[src/design/fbr_pkg.sv]
// ----------------------------------------------------------------------------
// fbr_pkg
// Shared types and constants for the floppy track bit rotator.
// ----------------------------------------------------------------------------
package fbr_pkg;

  localparam logic [1:0] REQ_ROTATE   = 2'd0;
  localparam logic [1:0] REQ_LOAD_MAP = 2'd1;
  localparam logic [1:0] REQ_LOAD_LEN = 2'd2;
  localparam logic [1:0] REQ_LOAD_BYTE = 2'd3;

  localparam logic [7:0] EMPTY_ENTRY = 8'hFF;

  localparam int POS_W = 19;
  localparam int LEN_W = 16;
  localparam int PROD_W = POS_W + LEN_W;
  localparam int NUM_W = PROD_W + 2;
  localparam int DEN_W = LEN_W + 1;
  localparam int CNT_W = $clog2(NUM_W);
  localparam int TOL_W = 30;
  localparam logic [TOL_W-1:0] RESCALE_TOL = 30'd10000;

  typedef struct packed {
    logic map_we;
    logic map_re;
    logic len_we;
    logic len_re;
    logic byte_we;
    logic byte_re;
  } store_ctl_t;

endpackage

[src/design/fbr_div.sv]
// ----------------------------------------------------------------------------
// fbr_div
// Restoring divider, one quotient bit per cycle, low position bits returned.
// ----------------------------------------------------------------------------
module fbr_div (
  input  logic                      clk,
  input  logic                      rst_n,
  input  logic                      start,
  input  logic [fbr_pkg::NUM_W-1:0] num,
  input  logic [fbr_pkg::DEN_W-1:0] den,
  output logic                      done,
  output logic [fbr_pkg::POS_W-1:0] quo
);
  import fbr_pkg::*;

  logic             busy_r, busy_nxt;
  logic             done_r, done_nxt;
  logic [CNT_W-1:0] cnt_r, cnt_nxt;
  logic [NUM_W-1:0] num_r, num_nxt;
  logic [DEN_W-1:0] den_r, den_nxt;
  logic [DEN_W-1:0] rem_r, rem_nxt;
  logic [POS_W-1:0] quo_r, quo_nxt;
  logic [DEN_W:0]   trial;
  logic             qbit;

  assign trial = {rem_r, num_r[NUM_W-1]};
  assign qbit  = (trial >= {1'b0, den_r});

  always_comb begin
    busy_nxt = busy_r;
    done_nxt = 1'b0;
    cnt_nxt  = cnt_r;
    num_nxt  = num_r;
    den_nxt  = den_r;
    rem_nxt  = rem_r;
    quo_nxt  = quo_r;
    if (start) begin
      busy_nxt = 1'b1;
      cnt_nxt  = CNT_W'(NUM_W - 1);
      num_nxt  = num;
      den_nxt  = den;
      rem_nxt  = '0;
    end else if (busy_r) begin
      rem_nxt = qbit ? DEN_W'(trial - {1'b0, den_r}) : DEN_W'(trial);
      num_nxt = {num_r[NUM_W-2:0], 1'b0};
      quo_nxt = {quo_r[POS_W-2:0], qbit};
      cnt_nxt = cnt_r - 1'b1;
      if (cnt_r == '0) begin
        busy_nxt = 1'b0;
        done_nxt = 1'b1;
      end
    end
  end

  always_ff @(posedge clk) begin
    if (!rst_n) begin
      busy_r <= 1'b0;
      done_r <= 1'b0;
    end else begin
      busy_r <= busy_nxt;
      done_r <= done_nxt;
    end
    cnt_r <= cnt_nxt;
    num_r <= num_nxt;
    den_r <= den_nxt;
    rem_r <= rem_nxt;
    quo_r <= quo_nxt;
  end

  assign done = done_r;
  assign quo  = quo_r;

endmodule

[config.mk]
export PLATFORM = sky130hd
export DESIGN_NAME = fbr_div
export DESIGN_NICKNAME = d
export VERILOG_FILES = /design/src/design/fbr_pkg.sv /design/src/design/fbr_div.sv
export SDC_FILE = /design/constraint.sdc
export NUM_CORES = 1
export LEC_CHECK = 0
export ABC_AREA = 1
export BUFFER_PORTS_ARGS = -buffer_cell sky130_fd_sc_hd__buf_4
export CAP_MARGIN = 10
export CORE_ASPECT_RATIO = 0.7
export CORE_UTILIZATION = 32
export CTS_CLUSTER_SIZE = 25
export DETAILED_ROUTE_END_ITERATION = 10
export GPL_TIMING_DRIVEN = 0
export RECOVER_POWER = 100
export SYNTH_ARGS = -nofsm -noshare
export SYNTH_HDL_FRONTEND = slang
export SYNTH_SLANG_ARGS = --single-unit
[constraint.sdc]
create_clock -name clk -period 2.5 [get_ports clk]
set_input_delay 0.125 -clock clk [delete_from_list [all_inputs] [get_ports clk]]
set_output_delay 0.125 -clock clk [all_outputs]
set_load 0.005 [all_outputs]
==> flow_summary_export.csv <==
group,metric,value,unit
floorplan,die_x,152,um
timing,slew_headroom,0.383,
power_and_ir_drop,powerDensity,604,mW/mm2
flow_run,max-cap-violations,0,
clock_tree,ctsResizeCount,0,
layout,drive_gt1_frac,0.151,
clock_tree,numCtsBuffers,9,
placed_design,place_hpwl,8010,um
timing,fin_setup_tns,0,ns
floorplan,die_h,107,um
floorplan,rows,37,
global_route,grt_max_degree,45,
timing,min_period,2.21,ns
timing,fin_crit_sh,0.884,
synthesis,synth_nets,659,
synthesis,synth_seq_cells,98,
power_and_ir_drop,power_leakage,3.02,nW
synthesis,ys_seq_area_frac,0.537,
clock_tree,postCtsSetupBuffers,0,
floorplan,io_pins,77,
clock_tree,numClockSinks,98,
layout,ff_latch_area,0.00269,mm2
clock_tree,clk_pin_slew_worst_paths,0.07,ns
clock_tree,cts_buffer_depth,2,
placed_design,finalWeightedCongestion,0.861,
global_route,grt_overflow_total,0,
timing,worst_slew_pin_slew,0.925,ns
power_and_ir_drop,peakVddDrop,0.311,mV
clock_tree,htreeDepth,3,
layout,final_util,0.418,
hold_path,hp-class,"input pin to register",
detailed_routing,vias,3944,
detailed_routing,wl_per_cell,12.4,um
synthesis,syn_inst,582,
timing,rsz0062_at_grt,"no",
floorplan,core,0.0150,mm2
clock_tree,cts_hold_buf,17,
synthesis,syn_area,0.00501,mm2
synthesis,ys.flop_type,"edfxtp_1",
worst_setup_path,crit_top_cell,"nand3_1",
global_route,antenna_found_initial,0,
detailed_routing,drt_pass1_iterations,5,
detailed_routing,postRouteAntennaNets,0,
worst_setup_path,crit_slowest_cell,"fa_1",
timing,finalHoldViolations,0,
global_route,grt_pass1_wl,18000,um
synthesis,synth_top_area_share,0.437,
worst_setup_path,critical_path_required,2.70,ns
layout,nets,763,
clock_tree,cts_tree,"built",
clock_tree,cts-root-buf,"clkbuf_16",
timing,max_clock_freq,0.452,GHz
timing,setup_violations,0,
timing,clock_skew,0.00450,ns
synthesis,synth_top_area_cell,"edfxtp_1",
timing,maxSlewViolCount,0,
worst_setup_path,critical_path.max_stage_delay,0.44,ns
synthesis,syn_avg_cell_area,8.61,um2
worst_setup_path,path_cells,"inv_1 > ha_1 > inv_1 > fa_1 > nand3_1 > nand3_1 > nand2_4 > buf_4 > nand3_1 > nand3_1 > o21ai_0",
worst_setup_path,criticalPathCategory,"register to register",
synthesis,synth-edff-count,73,
synthesis,synthTopCellsByArea,"edfxtp_1 (44%), nand2_1 (18%), dfxtp_1 (10%), inv_1 (6.1%), ha_1 (4.7%)",
worst_setup_path,cp.arrival,2.41,ns
layout,num_antenna_cells,0,
global_route,globalRouteTotalUtil,0.143,
detailed_routing,post_drt_via_cell_ratio,4.45,
global_route,grt_pass1_vias,3816,
layout,multi_input_area,0.00192,mm2
placed_design,numPortBuffers,76,
power_and_ir_drop,finalPower,3.79,mW
clock_tree,clk_latency,0.34,ns
layout,fillerInstances,1514,
worst_setup_path,cp-start-kind,"register",
layout,area_delta_synth_final,25.1,%
detailed_routing,first_iter_violations,245,
synthesis,async_reset_ff_frac,0,
run_status,outcome,"finished clean",
worst_setup_path,crit_path_end_kind,"register",
synthesis,ys_types,33,
worst_setup_path,cp_max_fo,10,
synthesis,yosysWarningCount,0,
floorplan,start_util,0.334,
detailed_routing,drc,0,
floorplan,die_area,0.0162,mm2
detailed_routing,wirelength,11000,um
-- per-stage QoR --
stage	hold slack (ns)	cells	worst slack, ns	area [um2]
after floorplan	0.224	582	0.590	5010
after global placement	0.305	853	-0.0556	5830
after detailed placement	0.304	853	0.232	5830
after CTS	0.00914	886	0.339	6320
after global routing	0.0223	886	0.0886	6270
final	0.0211	886	0.289	6270
-- synthesized netlist by cell type, types with 2 or more instances --
cell and n:
nand3b_1 8, clkbuf_1 10, edfxtp_1 73, nand2_2 3
buf_6 2, a21oi_1 14, nor2_1 19, inv_1 81
xnor2_1 7, nand2_1 238, dfxtp_1 25, ha_1 19
nand3_1 40, nor2_4 2, nand4_1 4, nor3_1 5
o21ai_0 9, nand3_2 5, nor2_2 4
-- cells by family (layout without fill, tap and decap cells) --
group                    Yosys count  after routing  synth area share
AO/OA/AOI/OAI                     29             29            0.0337
XOR/XNOR                           7              7            0.0122
AND/OR/NAND/NOR                  333            333             0.290
buffers and inverters             95            204            0.0751
adder cells (fa/ha/maj)           20             20            0.0514
flip-flops                        98             98             0.537
-- worst max-delay path, delay by kind of cell (launching register included) --
family	cells	cell delay (ns)
compound gates	1	0.08
fa+ha+maj	2	0.59
buf+inv	3	0.37
flops	1	0.36
simple gates	5	0.66
-- sequential cells by signal, indices dropped and copies added, names as in the netlist --
register / flops
num_r: 37
quo: 19
den_r: 17
rem_r: 17
cnt_r: 6
busy_r: 1
done: 1
-- placed cells by master (no fill, tap or decap), drive strengths merged --
master       netlist  layout
and3               1       1
nand3b             8       8
nand2            243     243
bufinv             0       2
o21bai             2       2
nor3               5       5
buf                4      42
nand3             45      45
dfxtp             25      25
clkbuf            10      58
o21ai             10      10
inv               81      82
fa                 1       1
nand4              4       4
clkinvlp           0       1
ha                19      19
a21oi             15      15
nor3b              1       1
o211ai             1       1
clkinv             0       2
edfxtp            73      73
nor2              26      26
o22ai              1       1
dlygate4sd3        0      17
xnor2              7       7
-- where the power goes --
part / switching [mW] / total, mW / internal, mW / leakage, nW
clock network: 0.605 / 1.48 / 0.879 / 0.151
logic: 0.229 / 0.401 / 0.172 / 1.94
registers: 0.0335 / 1.90 / 1.87 / 0.926
total: 0.868 / 3.79 / 2.92 / 3.02
-- routing by layer --
layer / vias to the layer above / track usage / share of wire
met4: 0 / 0.0417 / 0.0091
met2: 92 / 0.214 / 0.42
li1: 2069 / - / -
met1: 1775 / 0.204 / 0.52
met5: - / 0 / 0
met3: 8 / 0.0328 / 0.048
-- final timing paths --
check | slack (ns) | end | cells after the start | start
min | 0.02 | done | 3 | rst_n
max reg2reg | 0.29 | rem_r[4] | 11 | num_r[36]
min reg2reg | 0.45 | quo[7] | 0 | quo[6]
max | 0.29 | rem_r[4] | 11 | num_r[36]
-- final cells by class --
class / instances / share of cell area
flip-flops and latches: 98 / 0.429
multi-input cells: 389 / 0.306
repair buffers: 93 / 0.115
inverters: 81 / 0.0485
well taps: 195 / 0.0389
clock buffers: 10 / 0.0365
clock inverters: 6 / 0.0142
plain buffers: 14 / 0.0116
(Power assumes the default switching activity.)
