<file path="src/design/fbr_pkg.sv">
// ----------------------------------------------------------------------------
// fbr_pkg
// Shared types and constants for the floppy track bit rotator.
// ----------------------------------------------------------------------------
package fbr_pkg;

  localparam logic [1:0] REQ_ROTATE   = 2'd0;
  localparam logic [1:0] REQ_LOAD_MAP = 2'd1;
  localparam logic [1:0] REQ_LOAD_LEN = 2'd2;
  localparam logic [1:0] REQ_LOAD_BYTE = 2'd3;

  localparam logic [7:0] EMPTY_ENTRY = 8'hFF;

  localparam int POS_W = 19;
  localparam int LEN_W = 16;
  localparam int PROD_W = POS_W + LEN_W;
  localparam int NUM_W = PROD_W + 2;
  localparam int DEN_W = LEN_W + 1;
  localparam int CNT_W = $clog2(NUM_W);
  localparam int TOL_W = 30;
  localparam logic [TOL_W-1:0] RESCALE_TOL = 30'd10000;

  typedef struct packed {
    logic map_we;
    logic map_re;
    logic len_we;
    logic len_re;
    logic byte_we;
    logic byte_re;
  } store_ctl_t;

endpackage

</file>
<file path="src/design/fbr_if.sv">
// ----------------------------------------------------------------------------
// fbr_if
// Valid/ready channels: request input, result output, configuration write.
// ----------------------------------------------------------------------------
interface fbr_in_if;
  logic        valid;
  logic        ready;
  logic [1:0]  req_type;
  logic [7:0]  quarter_track;
  logic [5:0]  track_index;
  logic [12:0] byte_address;
  logic [15:0] load_value;

  modport source (output valid, output req_type, output quarter_track,
                  output track_index, output byte_address, output load_value,
                  input ready);
  modport sink (input valid, input req_type, input quarter_track,
                input track_index, input byte_address, input load_value,
                output ready);
endinterface

interface fbr_out_if;
  logic valid;
  logic ready;
  logic data_bit;
  logic track_present;
  logic illegal_track;

  modport source (output valid, output data_bit, output track_present,
                  output illegal_track, input ready);
  modport sink (input valid, input data_bit, input track_present,
                input illegal_track, output ready);
endinterface

interface fbr_cfg_if;
  logic valid;
  logic ready;
  logic disk_loaded;

  modport source (output valid, output disk_loaded, input ready);
  modport sink (input valid, input disk_loaded, output ready);
endinterface

</file>
<file path="src/design/fbr_seq.sv">
// ----------------------------------------------------------------------------
// fbr_seq
// Request sequencer: decodes transactions, walks the store reads, rescales
// and wraps the head position, and holds the result register.
// ----------------------------------------------------------------------------
module fbr_seq #(
  parameter int QUARTER_TRACKS = 160,
  parameter int MAX_TRACKS     = 64,
  parameter int TRACK_BYTES    = 8192,
  parameter int MAP_AW         = 8,
  parameter int LEN_AW         = 6,
  parameter int BYTE_AW        = 19
) (
  input  logic                       clk,
  input  logic                       rst_n,
  fbr_in_if.sink                     in_ch,
  fbr_out_if.source                  out_ch,
  fbr_cfg_if.sink                    cfg_ch,
  output fbr_pkg::store_ctl_t        st_ctl,
  output logic [MAP_AW-1:0]          map_waddr,
  output logic [MAP_AW-1:0]          map_raddr,
  output logic [7:0]                 map_wdata,
  input  logic [7:0]                 map_entry,
  output logic [LEN_AW-1:0]          len_waddr,
  output logic [LEN_AW-1:0]          len_raddr,
  output logic [fbr_pkg::LEN_W-1:0]  len_wdata,
  input  logic [fbr_pkg::LEN_W-1:0]  len_q,
  output logic [BYTE_AW-1:0]         byte_waddr,
  output logic [BYTE_AW-1:0]         byte_raddr,
  output logic [7:0]                 byte_wdata,
  input  logic [7:0]                 byte_q,
  output logic                       div_start,
  output logic [fbr_pkg::NUM_W-1:0]  div_num,
  output logic [fbr_pkg::DEN_W-1:0]  div_den,
  input  logic                       div_done,
  input  logic [fbr_pkg::POS_W-1:0]  div_quo
);
  import fbr_pkg::*;

  localparam logic [3:0] S_IDLE  = 4'd0;
  localparam logic [3:0] S_DEC   = 4'd1;
  localparam logic [3:0] S_MAP   = 4'd2;
  localparam logic [3:0] S_PMAP  = 4'd3;
  localparam logic [3:0] S_OLEN  = 4'd4;
  localparam logic [3:0] S_NLEN  = 4'd5;
  localparam logic [3:0] S_CHK   = 4'd6;
  localparam logic [3:0] S_DIVGO = 4'd7;
  localparam logic [3:0] S_DIV   = 4'd8;
  localparam logic [3:0] S_LEN   = 4'd9;
  localparam logic [3:0] S_WRAP  = 4'd10;
  localparam logic [3:0] S_BYTE  = 4'd11;
  localparam logic [3:0] S_DONE  = 4'd12;

  localparam logic [BYTE_AW-1:0] TB_C = BYTE_AW'(TRACK_BYTES);

  logic [3:0]         state_r, state_nxt;
  logic               disk_r;
  logic [1:0]         req_r;
  logic [7:0]         qt_r;
  logic [5:0]         ti_r;
  logic [12:0]        addr_r;
  logic [15:0]        val_r;
  logic [POS_W-1:0]   pos_r, pos_nxt;
  logic [7:0]         prev_qt_r, prev_qt_nxt;
  logic [7:0]         slot_r, slot_nxt;
  logic [BYTE_AW-1:0] base_r, base_nxt;
  logic [LEN_W-1:0]   old_len_r, old_len_nxt;
  logic [LEN_W-1:0]   new_len_r, new_len_nxt;
  logic [LEN_W-1:0]   diff_r, diff_nxt;
  logic [PROD_W-1:0]  prod_r, prod_nxt;
  logic               res_bit_r, res_bit_nxt;
  logic               res_pres_r, res_pres_nxt;
  logic               res_ill_r, res_ill_nxt;
  logic               out_valid_r, out_valid_nxt;
  logic               out_bit_r, out_pres_r, out_ill_r;
  logic               accept, out_free;
  logic               entry_ok;
  logic [7:0]         eff_prev;
  logic [POS_W-1:0]   pos_wrap;
  logic [15:0]        byte_idx;

  assign accept   = in_ch.valid && in_ch.ready;
  assign out_free = !out_valid_r || out_ch.ready;
  assign entry_ok = (32'(map_entry) < MAX_TRACKS);
  assign eff_prev = (32'(prev_qt_r) >= QUARTER_TRACKS) ? qt_r : prev_qt_r;
  assign pos_wrap = ({3'd0, new_len_r} <= pos_r) ? '0 : pos_r;
  assign byte_idx = pos_wrap[POS_W-1:3];

  assign map_waddr  = MAP_AW'(qt_r);
  assign map_wdata  = val_r[7:0];
  assign len_waddr  = LEN_AW'(ti_r);
  assign len_wdata  = val_r;
  assign byte_waddr = BYTE_AW'(BYTE_AW'(ti_r) * TB_C + BYTE_AW'(addr_r));
  assign byte_wdata = val_r[7:0];
  assign div_num    = NUM_W'({prod_r, 1'b0}) + NUM_W'(old_len_r);
  assign div_den    = {old_len_r, 1'b0};

  always_comb begin
    state_nxt     = state_r;
    pos_nxt       = pos_r;
    prev_qt_nxt   = prev_qt_r;
    slot_nxt      = slot_r;
    base_nxt      = base_r;
    old_len_nxt   = old_len_r;
    new_len_nxt   = new_len_r;
    diff_nxt      = diff_r;
    prod_nxt      = prod_r;
    res_bit_nxt   = res_bit_r;
    res_pres_nxt  = res_pres_r;
    res_ill_nxt   = res_ill_r;
    out_valid_nxt = out_valid_r && !out_ch.ready;
    st_ctl        = '0;
    map_raddr     = MAP_AW'(qt_r);
    len_raddr     = LEN_AW'(slot_r);
    byte_raddr    = BYTE_AW'(base_r + BYTE_AW'(byte_idx));
    div_start     = 1'b0;
    case (state_r)
      S_IDLE: begin
        if (accept) begin
          res_bit_nxt  = 1'b0;
          res_pres_nxt = 1'b0;
          res_ill_nxt  = 1'b0;
          state_nxt    = S_DEC;
        end
      end
      S_DEC: begin
        state_nxt = S_DONE;
        case (req_r)
          REQ_ROTATE: begin
            if (disk_r) begin
              if (32'(qt_r) >= QUARTER_TRACKS) begin
                res_ill_nxt = 1'b1;
              end else begin
                pos_nxt       = pos_r + 1'b1;
                st_ctl.map_re = 1'b1;
                state_nxt     = S_MAP;
              end
            end
          end
          REQ_LOAD_MAP: begin
            st_ctl.map_we = (32'(qt_r) < QUARTER_TRACKS);
          end
          REQ_LOAD_LEN: begin
            st_ctl.len_we = (32'(ti_r) < MAX_TRACKS);
          end
          REQ_LOAD_BYTE: begin
            st_ctl.byte_we = (32'(ti_r) < MAX_TRACKS) && (32'(addr_r) < TRACK_BYTES);
          end
          default: begin
            state_nxt = S_DONE;
          end
        endcase
      end
      S_MAP: begin
        slot_nxt = map_entry;
        base_nxt = BYTE_AW'(BYTE_AW'(map_entry) * TB_C);
        if (!entry_ok) begin
          state_nxt = S_DONE;
        end else begin
          res_pres_nxt = 1'b1;
          prev_qt_nxt  = qt_r;
          if (qt_r != eff_prev) begin
            map_raddr     = MAP_AW'(eff_prev);
            st_ctl.map_re = 1'b1;
            state_nxt     = S_PMAP;
          end else begin
            len_raddr     = LEN_AW'(map_entry);
            st_ctl.len_re = 1'b1;
            state_nxt     = S_LEN;
          end
        end
      end
      S_PMAP: begin
        st_ctl.len_re = 1'b1;
        if (entry_ok) begin
          len_raddr = LEN_AW'(map_entry);
          state_nxt = S_OLEN;
        end else begin
          state_nxt = S_LEN;
        end
      end
      S_OLEN: begin
        old_len_nxt   = len_q;
        st_ctl.len_re = 1'b1;
        state_nxt     = S_NLEN;
      end
      S_NLEN: begin
        new_len_nxt = len_q;
        diff_nxt    = (old_len_r > len_q) ? old_len_r - len_q : len_q - old_len_r;
        state_nxt   = S_CHK;
      end
      S_CHK: begin
        if ((old_len_r == '0) ||
            (TOL_W'(diff_r) * RESCALE_TOL < TOL_W'(old_len_r))) begin
          state_nxt = S_WRAP;
        end else begin
          prod_nxt  = PROD_W'(pos_r) * PROD_W'(new_len_r);
          state_nxt = S_DIVGO;
        end
      end
      S_DIVGO: begin
        div_start = 1'b1;
        state_nxt = S_DIV;
      end
      S_DIV: begin
        if (div_done) begin
          pos_nxt   = div_quo;
          state_nxt = S_WRAP;
        end
      end
      S_LEN: begin
        new_len_nxt = len_q;
        state_nxt   = S_WRAP;
      end
      S_WRAP: begin
        pos_nxt = pos_wrap;
        if (32'(byte_idx) < TRACK_BYTES) begin
          st_ctl.byte_re = 1'b1;
          state_nxt      = S_BYTE;
        end else begin
          state_nxt = S_DONE;
        end
      end
      S_BYTE: begin
        res_bit_nxt = byte_q[~pos_r[2:0]];
        state_nxt   = S_DONE;
      end
      S_DONE: begin
        if (out_free) begin
          out_valid_nxt = 1'b1;
          state_nxt     = S_IDLE;
        end
      end
      default: begin
        state_nxt = S_IDLE;
      end
    endcase
  end

  always_ff @(posedge clk) begin
    if (!rst_n) begin
      state_r     <= S_IDLE;
      disk_r      <= 1'b0;
      pos_r       <= '0;
      prev_qt_r   <= 8'(QUARTER_TRACKS);
      out_valid_r <= 1'b0;
    end else begin
      state_r     <= state_nxt;
      pos_r       <= pos_nxt;
      prev_qt_r   <= prev_qt_nxt;
      out_valid_r <= out_valid_nxt;
      if (cfg_ch.valid) begin
        disk_r <= cfg_ch.disk_loaded;
      end
    end
  end

  always_ff @(posedge clk) begin
    if (accept) begin
      req_r  <= in_ch.req_type;
      qt_r   <= in_ch.quarter_track;
      ti_r   <= in_ch.track_index;
      addr_r <= in_ch.byte_address;
      val_r  <= in_ch.load_value;
    end
    slot_r     <= slot_nxt;
    base_r     <= base_nxt;
    old_len_r  <= old_len_nxt;
    new_len_r  <= new_len_nxt;
    diff_r     <= diff_nxt;
    prod_r     <= prod_nxt;
    res_bit_r  <= res_bit_nxt;
    res_pres_r <= res_pres_nxt;
    res_ill_r  <= res_ill_nxt;
    if (state_r == S_DONE && out_free) begin
      out_bit_r  <= res_bit_r;
      out_pres_r <= res_pres_r;
      out_ill_r  <= res_ill_r;
    end
  end

  assign in_ch.ready          = (state_r == S_IDLE);
  assign cfg_ch.ready         = 1'b1;
  assign out_ch.valid         = out_valid_r;
  assign out_ch.data_bit      = out_bit_r;
  assign out_ch.track_present = out_pres_r;
  assign out_ch.illegal_track = out_ill_r;

endmodule

</file>
<file path="src/flat_wrapper.sv">
// flat-port wrapper written by rule: the top's interface ports become plain ports
module fbr_seq_flat import fbr_pkg::*;
#(
  parameter int QUARTER_TRACKS = 160,
  parameter int MAX_TRACKS     = 64,
  parameter int TRACK_BYTES    = 8192,
  parameter int MAP_AW         = 8,
  parameter int LEN_AW         = 6,
  parameter int BYTE_AW        = 19
)
  (clk, rst_n, st_ctl, map_waddr, map_raddr, map_wdata, map_entry, len_waddr, len_raddr, len_wdata, len_q, byte_waddr, byte_raddr, byte_wdata, byte_q, div_start, div_num, div_den, div_done, div_quo, in_ch_valid, in_ch_req_type, in_ch_quarter_track, in_ch_track_index, in_ch_byte_address, in_ch_load_value, in_ch_ready, out_ch_valid, out_ch_data_bit, out_ch_track_present, out_ch_illegal_track, out_ch_ready, cfg_ch_valid, cfg_ch_disk_loaded, cfg_ch_ready);
  fbr_in_if in_ch_i ();
  fbr_out_if out_ch_i ();
  fbr_cfg_if cfg_ch_i ();
  input  logic clk;
  input  logic rst_n;
  output fbr_pkg::store_ctl_t st_ctl;
  output logic [MAP_AW-1:0] map_waddr;
  output logic [MAP_AW-1:0] map_raddr;
  output logic [7:0] map_wdata;
  input  logic [7:0] map_entry;
  output logic [LEN_AW-1:0] len_waddr;
  output logic [LEN_AW-1:0] len_raddr;
  output logic [fbr_pkg::LEN_W-1:0] len_wdata;
  input  logic [fbr_pkg::LEN_W-1:0] len_q;
  output logic [BYTE_AW-1:0] byte_waddr;
  output logic [BYTE_AW-1:0] byte_raddr;
  output logic [7:0] byte_wdata;
  input  logic [7:0] byte_q;
  output logic div_start;
  output logic [fbr_pkg::NUM_W-1:0] div_num;
  output logic [fbr_pkg::DEN_W-1:0] div_den;
  input  logic div_done;
  input  logic [fbr_pkg::POS_W-1:0] div_quo;
  input wire logic [$bits(in_ch_i.valid)-1:0] in_ch_valid;
  input wire logic [$bits(in_ch_i.req_type)-1:0] in_ch_req_type;
  input wire logic [$bits(in_ch_i.quarter_track)-1:0] in_ch_quarter_track;
  input wire logic [$bits(in_ch_i.track_index)-1:0] in_ch_track_index;
  input wire logic [$bits(in_ch_i.byte_address)-1:0] in_ch_byte_address;
  input wire logic [$bits(in_ch_i.load_value)-1:0] in_ch_load_value;
  output wire logic [$bits(in_ch_i.ready)-1:0] in_ch_ready;
  output wire logic [$bits(out_ch_i.valid)-1:0] out_ch_valid;
  output wire logic [$bits(out_ch_i.data_bit)-1:0] out_ch_data_bit;
  output wire logic [$bits(out_ch_i.track_present)-1:0] out_ch_track_present;
  output wire logic [$bits(out_ch_i.illegal_track)-1:0] out_ch_illegal_track;
  input wire logic [$bits(out_ch_i.ready)-1:0] out_ch_ready;
  input wire logic [$bits(cfg_ch_i.valid)-1:0] cfg_ch_valid;
  input wire logic [$bits(cfg_ch_i.disk_loaded)-1:0] cfg_ch_disk_loaded;
  output wire logic [$bits(cfg_ch_i.ready)-1:0] cfg_ch_ready;
  assign in_ch_i.valid = in_ch_valid;
  assign in_ch_i.req_type = in_ch_req_type;
  assign in_ch_i.quarter_track = in_ch_quarter_track;
  assign in_ch_i.track_index = in_ch_track_index;
  assign in_ch_i.byte_address = in_ch_byte_address;
  assign in_ch_i.load_value = in_ch_load_value;
  assign in_ch_ready = in_ch_i.ready;
  assign out_ch_valid = out_ch_i.valid;
  assign out_ch_data_bit = out_ch_i.data_bit;
  assign out_ch_track_present = out_ch_i.track_present;
  assign out_ch_illegal_track = out_ch_i.illegal_track;
  assign out_ch_i.ready = out_ch_ready;
  assign cfg_ch_i.valid = cfg_ch_valid;
  assign cfg_ch_i.disk_loaded = cfg_ch_disk_loaded;
  assign cfg_ch_ready = cfg_ch_i.ready;
  fbr_seq #(.QUARTER_TRACKS(QUARTER_TRACKS), .MAX_TRACKS(MAX_TRACKS), .TRACK_BYTES(TRACK_BYTES), .MAP_AW(MAP_AW), .LEN_AW(LEN_AW), .BYTE_AW(BYTE_AW)) u_core (.clk(clk), .rst_n(rst_n), .in_ch(in_ch_i), .out_ch(out_ch_i), .cfg_ch(cfg_ch_i), .st_ctl(st_ctl), .map_waddr(map_waddr), .map_raddr(map_raddr), .map_wdata(map_wdata), .map_entry(map_entry), .len_waddr(len_waddr), .len_raddr(len_raddr), .len_wdata(len_wdata), .len_q(len_q), .byte_waddr(byte_waddr), .byte_raddr(byte_raddr), .byte_wdata(byte_wdata), .byte_q(byte_q), .div_start(div_start), .div_num(div_num), .div_den(div_den), .div_done(div_done), .div_quo(div_quo));
endmodule
</file>
<file path="config.mk">
export PLATFORM = sky130hd
export DESIGN_NAME = fbr_seq_flat
export DESIGN_NICKNAME = d
export VERILOG_FILES = /design/src/design/fbr_pkg.sv /design/src/design/fbr_if.sv /design/src/design/fbr_seq.sv /design/src/flat_wrapper.sv
export SDC_FILE = /design/constraint.sdc
export NUM_CORES = 1
export LEC_CHECK = 0
export ABC_AREA = 1
export BUFFER_PORTS_ARGS = -buffer_cell sky130_fd_sc_hd__buf_2
export CAP_MARGIN = 20
export CORE_ASPECT_RATIO = 0.7
export CORE_MARGIN = 5
export CORE_UTILIZATION = 40
export CTS_CLUSTER_SIZE = 8
export DETAILED_ROUTE_END_ITERATION = 10
export PLACE_DENSITY = 0.61
export SKIP_LAST_GASP = 1
export SLEW_MARGIN = 40
export SYNTH_ARGS = -nofsm -noshare
export SYNTH_HDL_FRONTEND = slang
export SYNTH_SLANG_ARGS = --single-unit
</file>
<file path="constraint.sdc">
create_clock -name clk -period 17.89 [get_ports clk]
set_input_delay 1.789 -clock clk [delete_from_list [all_inputs] [get_ports clk]]
set_output_delay 1.789 -clock clk [all_outputs]
set_load 0.02 [all_outputs]
</file>
==> impl_metrics.env <==
export IMPL_status="finished clean"
export IMPL_cts_setup_buffers=0
export IMPL_synth_top_area_cell="fa_1"
export IMPL_final_cell_mix="inv_1 (712), nand2_1 (620), fa_1 (275), ha_1 (271), buf_2 (265)"
export IMPL_clkSlewWorstSetupHoldPaths_ns=0.08
export IMPL_r2r_start="u_core.new_len_r[6]$_DFFE_PP_"
export IMPL_cts_buffer_depth=2
export IMPL_die_w_um=303
export IMPL_fin_crit_sh_pct=36.6
export IMPL_synthCells=2956
export IMPL_setup_violations=0
export IMPL_worstMarginPinSlew_ns=0.866
export IMPL_overflow=0
export IMPL_die_y_um=215
export IMPL_ctsResizeCount=0
export IMPL_synth_fa_ha_area_share_pct=37.1
export IMPL_grt_max_degree=46
export IMPL_grt_pass1_vias=18400
export IMPL_grt_setup_unrepaired="no"
export IMPL_cts_tree="done"
export IMPL_critPathCaptureType="register"
export IMPL_cts_made_buffers=17
export IMPL_slew_headroom_pct=42.3
export IMPL_clkSinkCount=173
export IMPL_grt_pass1_wl_um=105000
export IMPL_fin_setup_tns_ns=0
export IMPL_wl_um=66700
export IMPL_hold_violations=0
export IMPL_worstHoldPathCells=0
export IMPL_cp_max_fo=20
export IMPL_clk_insertion_delay_late_ns=0.47
export IMPL_met3_wirelength_um=5860
export IMPL_fin_nets=3802
export IMPL_initialDrtViolationCount=1710
export IMPL_ctsHoldBuffers=0
export IMPL_drc=0
export IMPL_synth_seq_cells=173
export IMPL_avgSynthCellArea_um2=8.12
export IMPL_track_usage_pct=20.3
export IMPL_synth_xor_xnor_area_share_pct=3.80
export IMPL_r2r_slack_ns=11.34
export IMPL_synth_simple_area_share_pct=16.4
export IMPL_grt_antenna_before_repair=0
export IMPL_drive_above_1_share_pct=12.4
export IMPL_reg2regPathDepth=21
export IMPL_seqCellArea_um2=4870
export IMPL_synthesis_area_um2=24000
export IMPL_ys_seq_area_share_pct=20.3
export IMPL_m1WireLength_um=31900
export IMPL_ant_nets=0
export IMPL_vias_per_cell=4.90
export IMPL_synth_top_area_share_pct=22.9
export IMPL_worstHoldStart="u_core.res_pres_r$_DFFE_PP_"
export IMPL_muxShareOfSynthArea_pct=0.349
export IMPL_fmax_ghz=0.153
export IMPL_rows=75
export IMPL_globalplace_congestion=0.907
export IMPL_hold_path_class="register to register"
export IMPL_area_delta_synth_final_pct=11.0
export IMPL_ys_top_cells_by_area="fa_1 (23%), edfxtp_1 (18%), ha_1 (14%)"
export IMPL_ioPinCount=268
export IMPL_dieArea_um2=65100
export IMPL_hold_end="u_core.out_ch.track_present$_DFFE_PP_"
export IMPL_n_fill_cell=6049
export IMPL_maxUsedRoutingLayer="met4"
export IMPL_synth_top_family_by_area="adder cells"
export IMPL_dr_wl_met2_um=27800
export IMPL_fp_coreArea_um2=59700
export IMPL_maxSlewViolCount=0
export IMPL_skew_ns=0.0203
export IMPL_crit_required_ns=18.11
export IMPL_multi_input_area_um2=15900
export IMPL_synth_compound_area_share_pct=8.35
export IMPL_synth_warnings=0
export IMPL_dp_hpwl_um=55400
export IMPL_route_vias_total=19500
export IMPL_path_class="register to register"
export IMPL_htreeDepth=4
export IMPL_rr_endpoint="u_core.prod_r[27]$_DFFE_PP_"
export IMPL_startpoint_type="register"
export IMPL_wl_per_cell_um=16.8
export IMPL_critical_path_arrival_ns=6.77
export IMPL_port_buffer_count=265
export IMPL_layout_commonest_cell="inv_1"
export IMPL_ys_types=61
export IMPL_max_cap_violations=0
export IMPL_dr_pass1_iters=5
export IMPL_cts_root_buf="clkbuf_16"
export IMPL_period_needed_ns=6.55
export IMPL_initial_utilization_pct=40.2
[worst max-delay path: stages, from the launching register on]
cell and delay (ns):
edfxtp_1 0.90, nand2_1 0.18, fa_1 0.57, inv_1 0.06, fa_1 0.53, inv_1 0.05
fa_1 0.50, inv_1 0.05, fa_1 0.47, inv_1 0.05, fa_1 0.53, inv_1 0.05
fa_1 0.47, ha_1 0.36, nand2_1 0.12, nor2_1 0.16, nand3_1 0.10, nand2_1 0.13
a21oi_1 0.13, o31ai_1 0.55, a21oi_1 0.17, xnor2_1 0.16
[synth_stat cells (all sizes together)]
master	number
edfxtp	140
o21bai	6
o21ai	109
o21a	7
nand3	78
a21oi	157
o311ai	2
o211ai	19
a22oi	1
a221oi	8
o22ai	3
a211oi	9
mux2	3
xnor2	38
conb	2
nand3b	5
and2	2
nand4	23
inv	722
nor4	15
or4	1
nand2	626
buf	61
dfxtp	33
nor2	157
xor2	66
a22o	1
a21o	6
nor3	30
o31ai	3
o221ai	1
clkbuf	55
mux2i	5
a31oi	10
fa	275
a2111oi	1
a32o	1
ha	271
or2	4
[logic make-up (layout without fill, tap and decap cells)]
kind of cell | after synthesis | in the layout
buffers and inverters | 838 | 1044
AND/OR/NAND/NOR | 941 | 941
AO/OA/AOI/OAI | 344 | 344
adder cells (fa/ha/maj) | 546 | 546
flip-flops | 173 | 173
multiplexers | 8 | 8
other | 2 | 7
XOR/XNOR | 104 | 104
[sequential cells by signal, indices dropped and copies added, names as in the netlist, 13 cells and up]
| signal | cells |
|---|---|
| u_core.addr_r | 13 |
| u_core.diff_r | 16 |
| u_core.len_wdata | 16 |
| u_core.new_len_r | 16 |
| u_core.old_len_r | 16 |
| u_core.pos_r | 19 |
| u_core.prod_r | 35 |
[cell type report]
cell class | instances | area share [%]
Antenna cell | 1 | 0.00939
Clock buffer | 17 | 1.60
Clock inverter | 15 | 0.747
Inverter | 722 | 10.2
Multi-Input combinational cell | 1949 | 59.6
Sequential cell | 173 | 18.3
Tap cell | 808 | 3.79
Timing Repair Buffer | 290 | 5.81
[metal layers]
metal  vias to the layer above  track usage [%]
li1                       9502                -
met1                      9178             31.9
met2                       747             29.1
met3                        62             4.09
met4                         0             3.57
met5                         -                0
[worst max path at each step]
stage | end | startpoint | depth (start not counted) | slack (ns)
6_report | u_core.prod_r[27]$_DFFE_PP_ | u_core.new_len_r[6]$_DFFE_PP_ | 21 | 11.34
5_1_grt | u_core.state_r[0]$_SDFFE_PN0P_ | u_core.diff_r[4]$_DFFE_PP_ | 30 | 10.90
2_1_floorplan | u_core.prod_r[31]$_DFFE_PP_ | u_core.new_len_r[6]$_DFFE_PP_ | 23 | 11.95
3_5_place_dp | u_core.prod_r[27]$_DFFE_PP_ | u_core.pos_r[9]$_SDFFE_PN0P_ | 21 | 11.31
4_1_cts | u_core.prod_r[27]$_DFFE_PP_ | u_core.pos_r[9]$_SDFFE_PN0P_ | 21 | 11.30
3_3_place_gp | u_core.prod_r[31]$_DFFE_PP_ | u_core.new_len_r[7]$_DFFE_PP_ | 22 | 11.46
[metrics by stage]
| stage | cells | utilization [%] | area (um2) | setup WS, ns | hold WS [ns] |
|---|---|---|---|---|---|
| final | 3975 | 44.6 | 26600 | 11.34 | 0.423 |
| after global routing | 3974 | 44.6 | 26600 | 10.90 | 0.428 |
| after CTS | 3965 | 44.5 | 26500 | 11.30 | 0.423 |
| after detailed placement | 3933 | 43.4 | 25900 | 11.31 | 0.405 |
| after global placement | 3933 | 43.4 | 25900 | 11.46 | 0.407 |
| after floorplan | 2960 | - | 24000 | 11.95 | 0.400 |
Power is left out: the tool's default activity adds up to more than one toggle a clock period on the data nets, which glitch-free logic cannot reach.
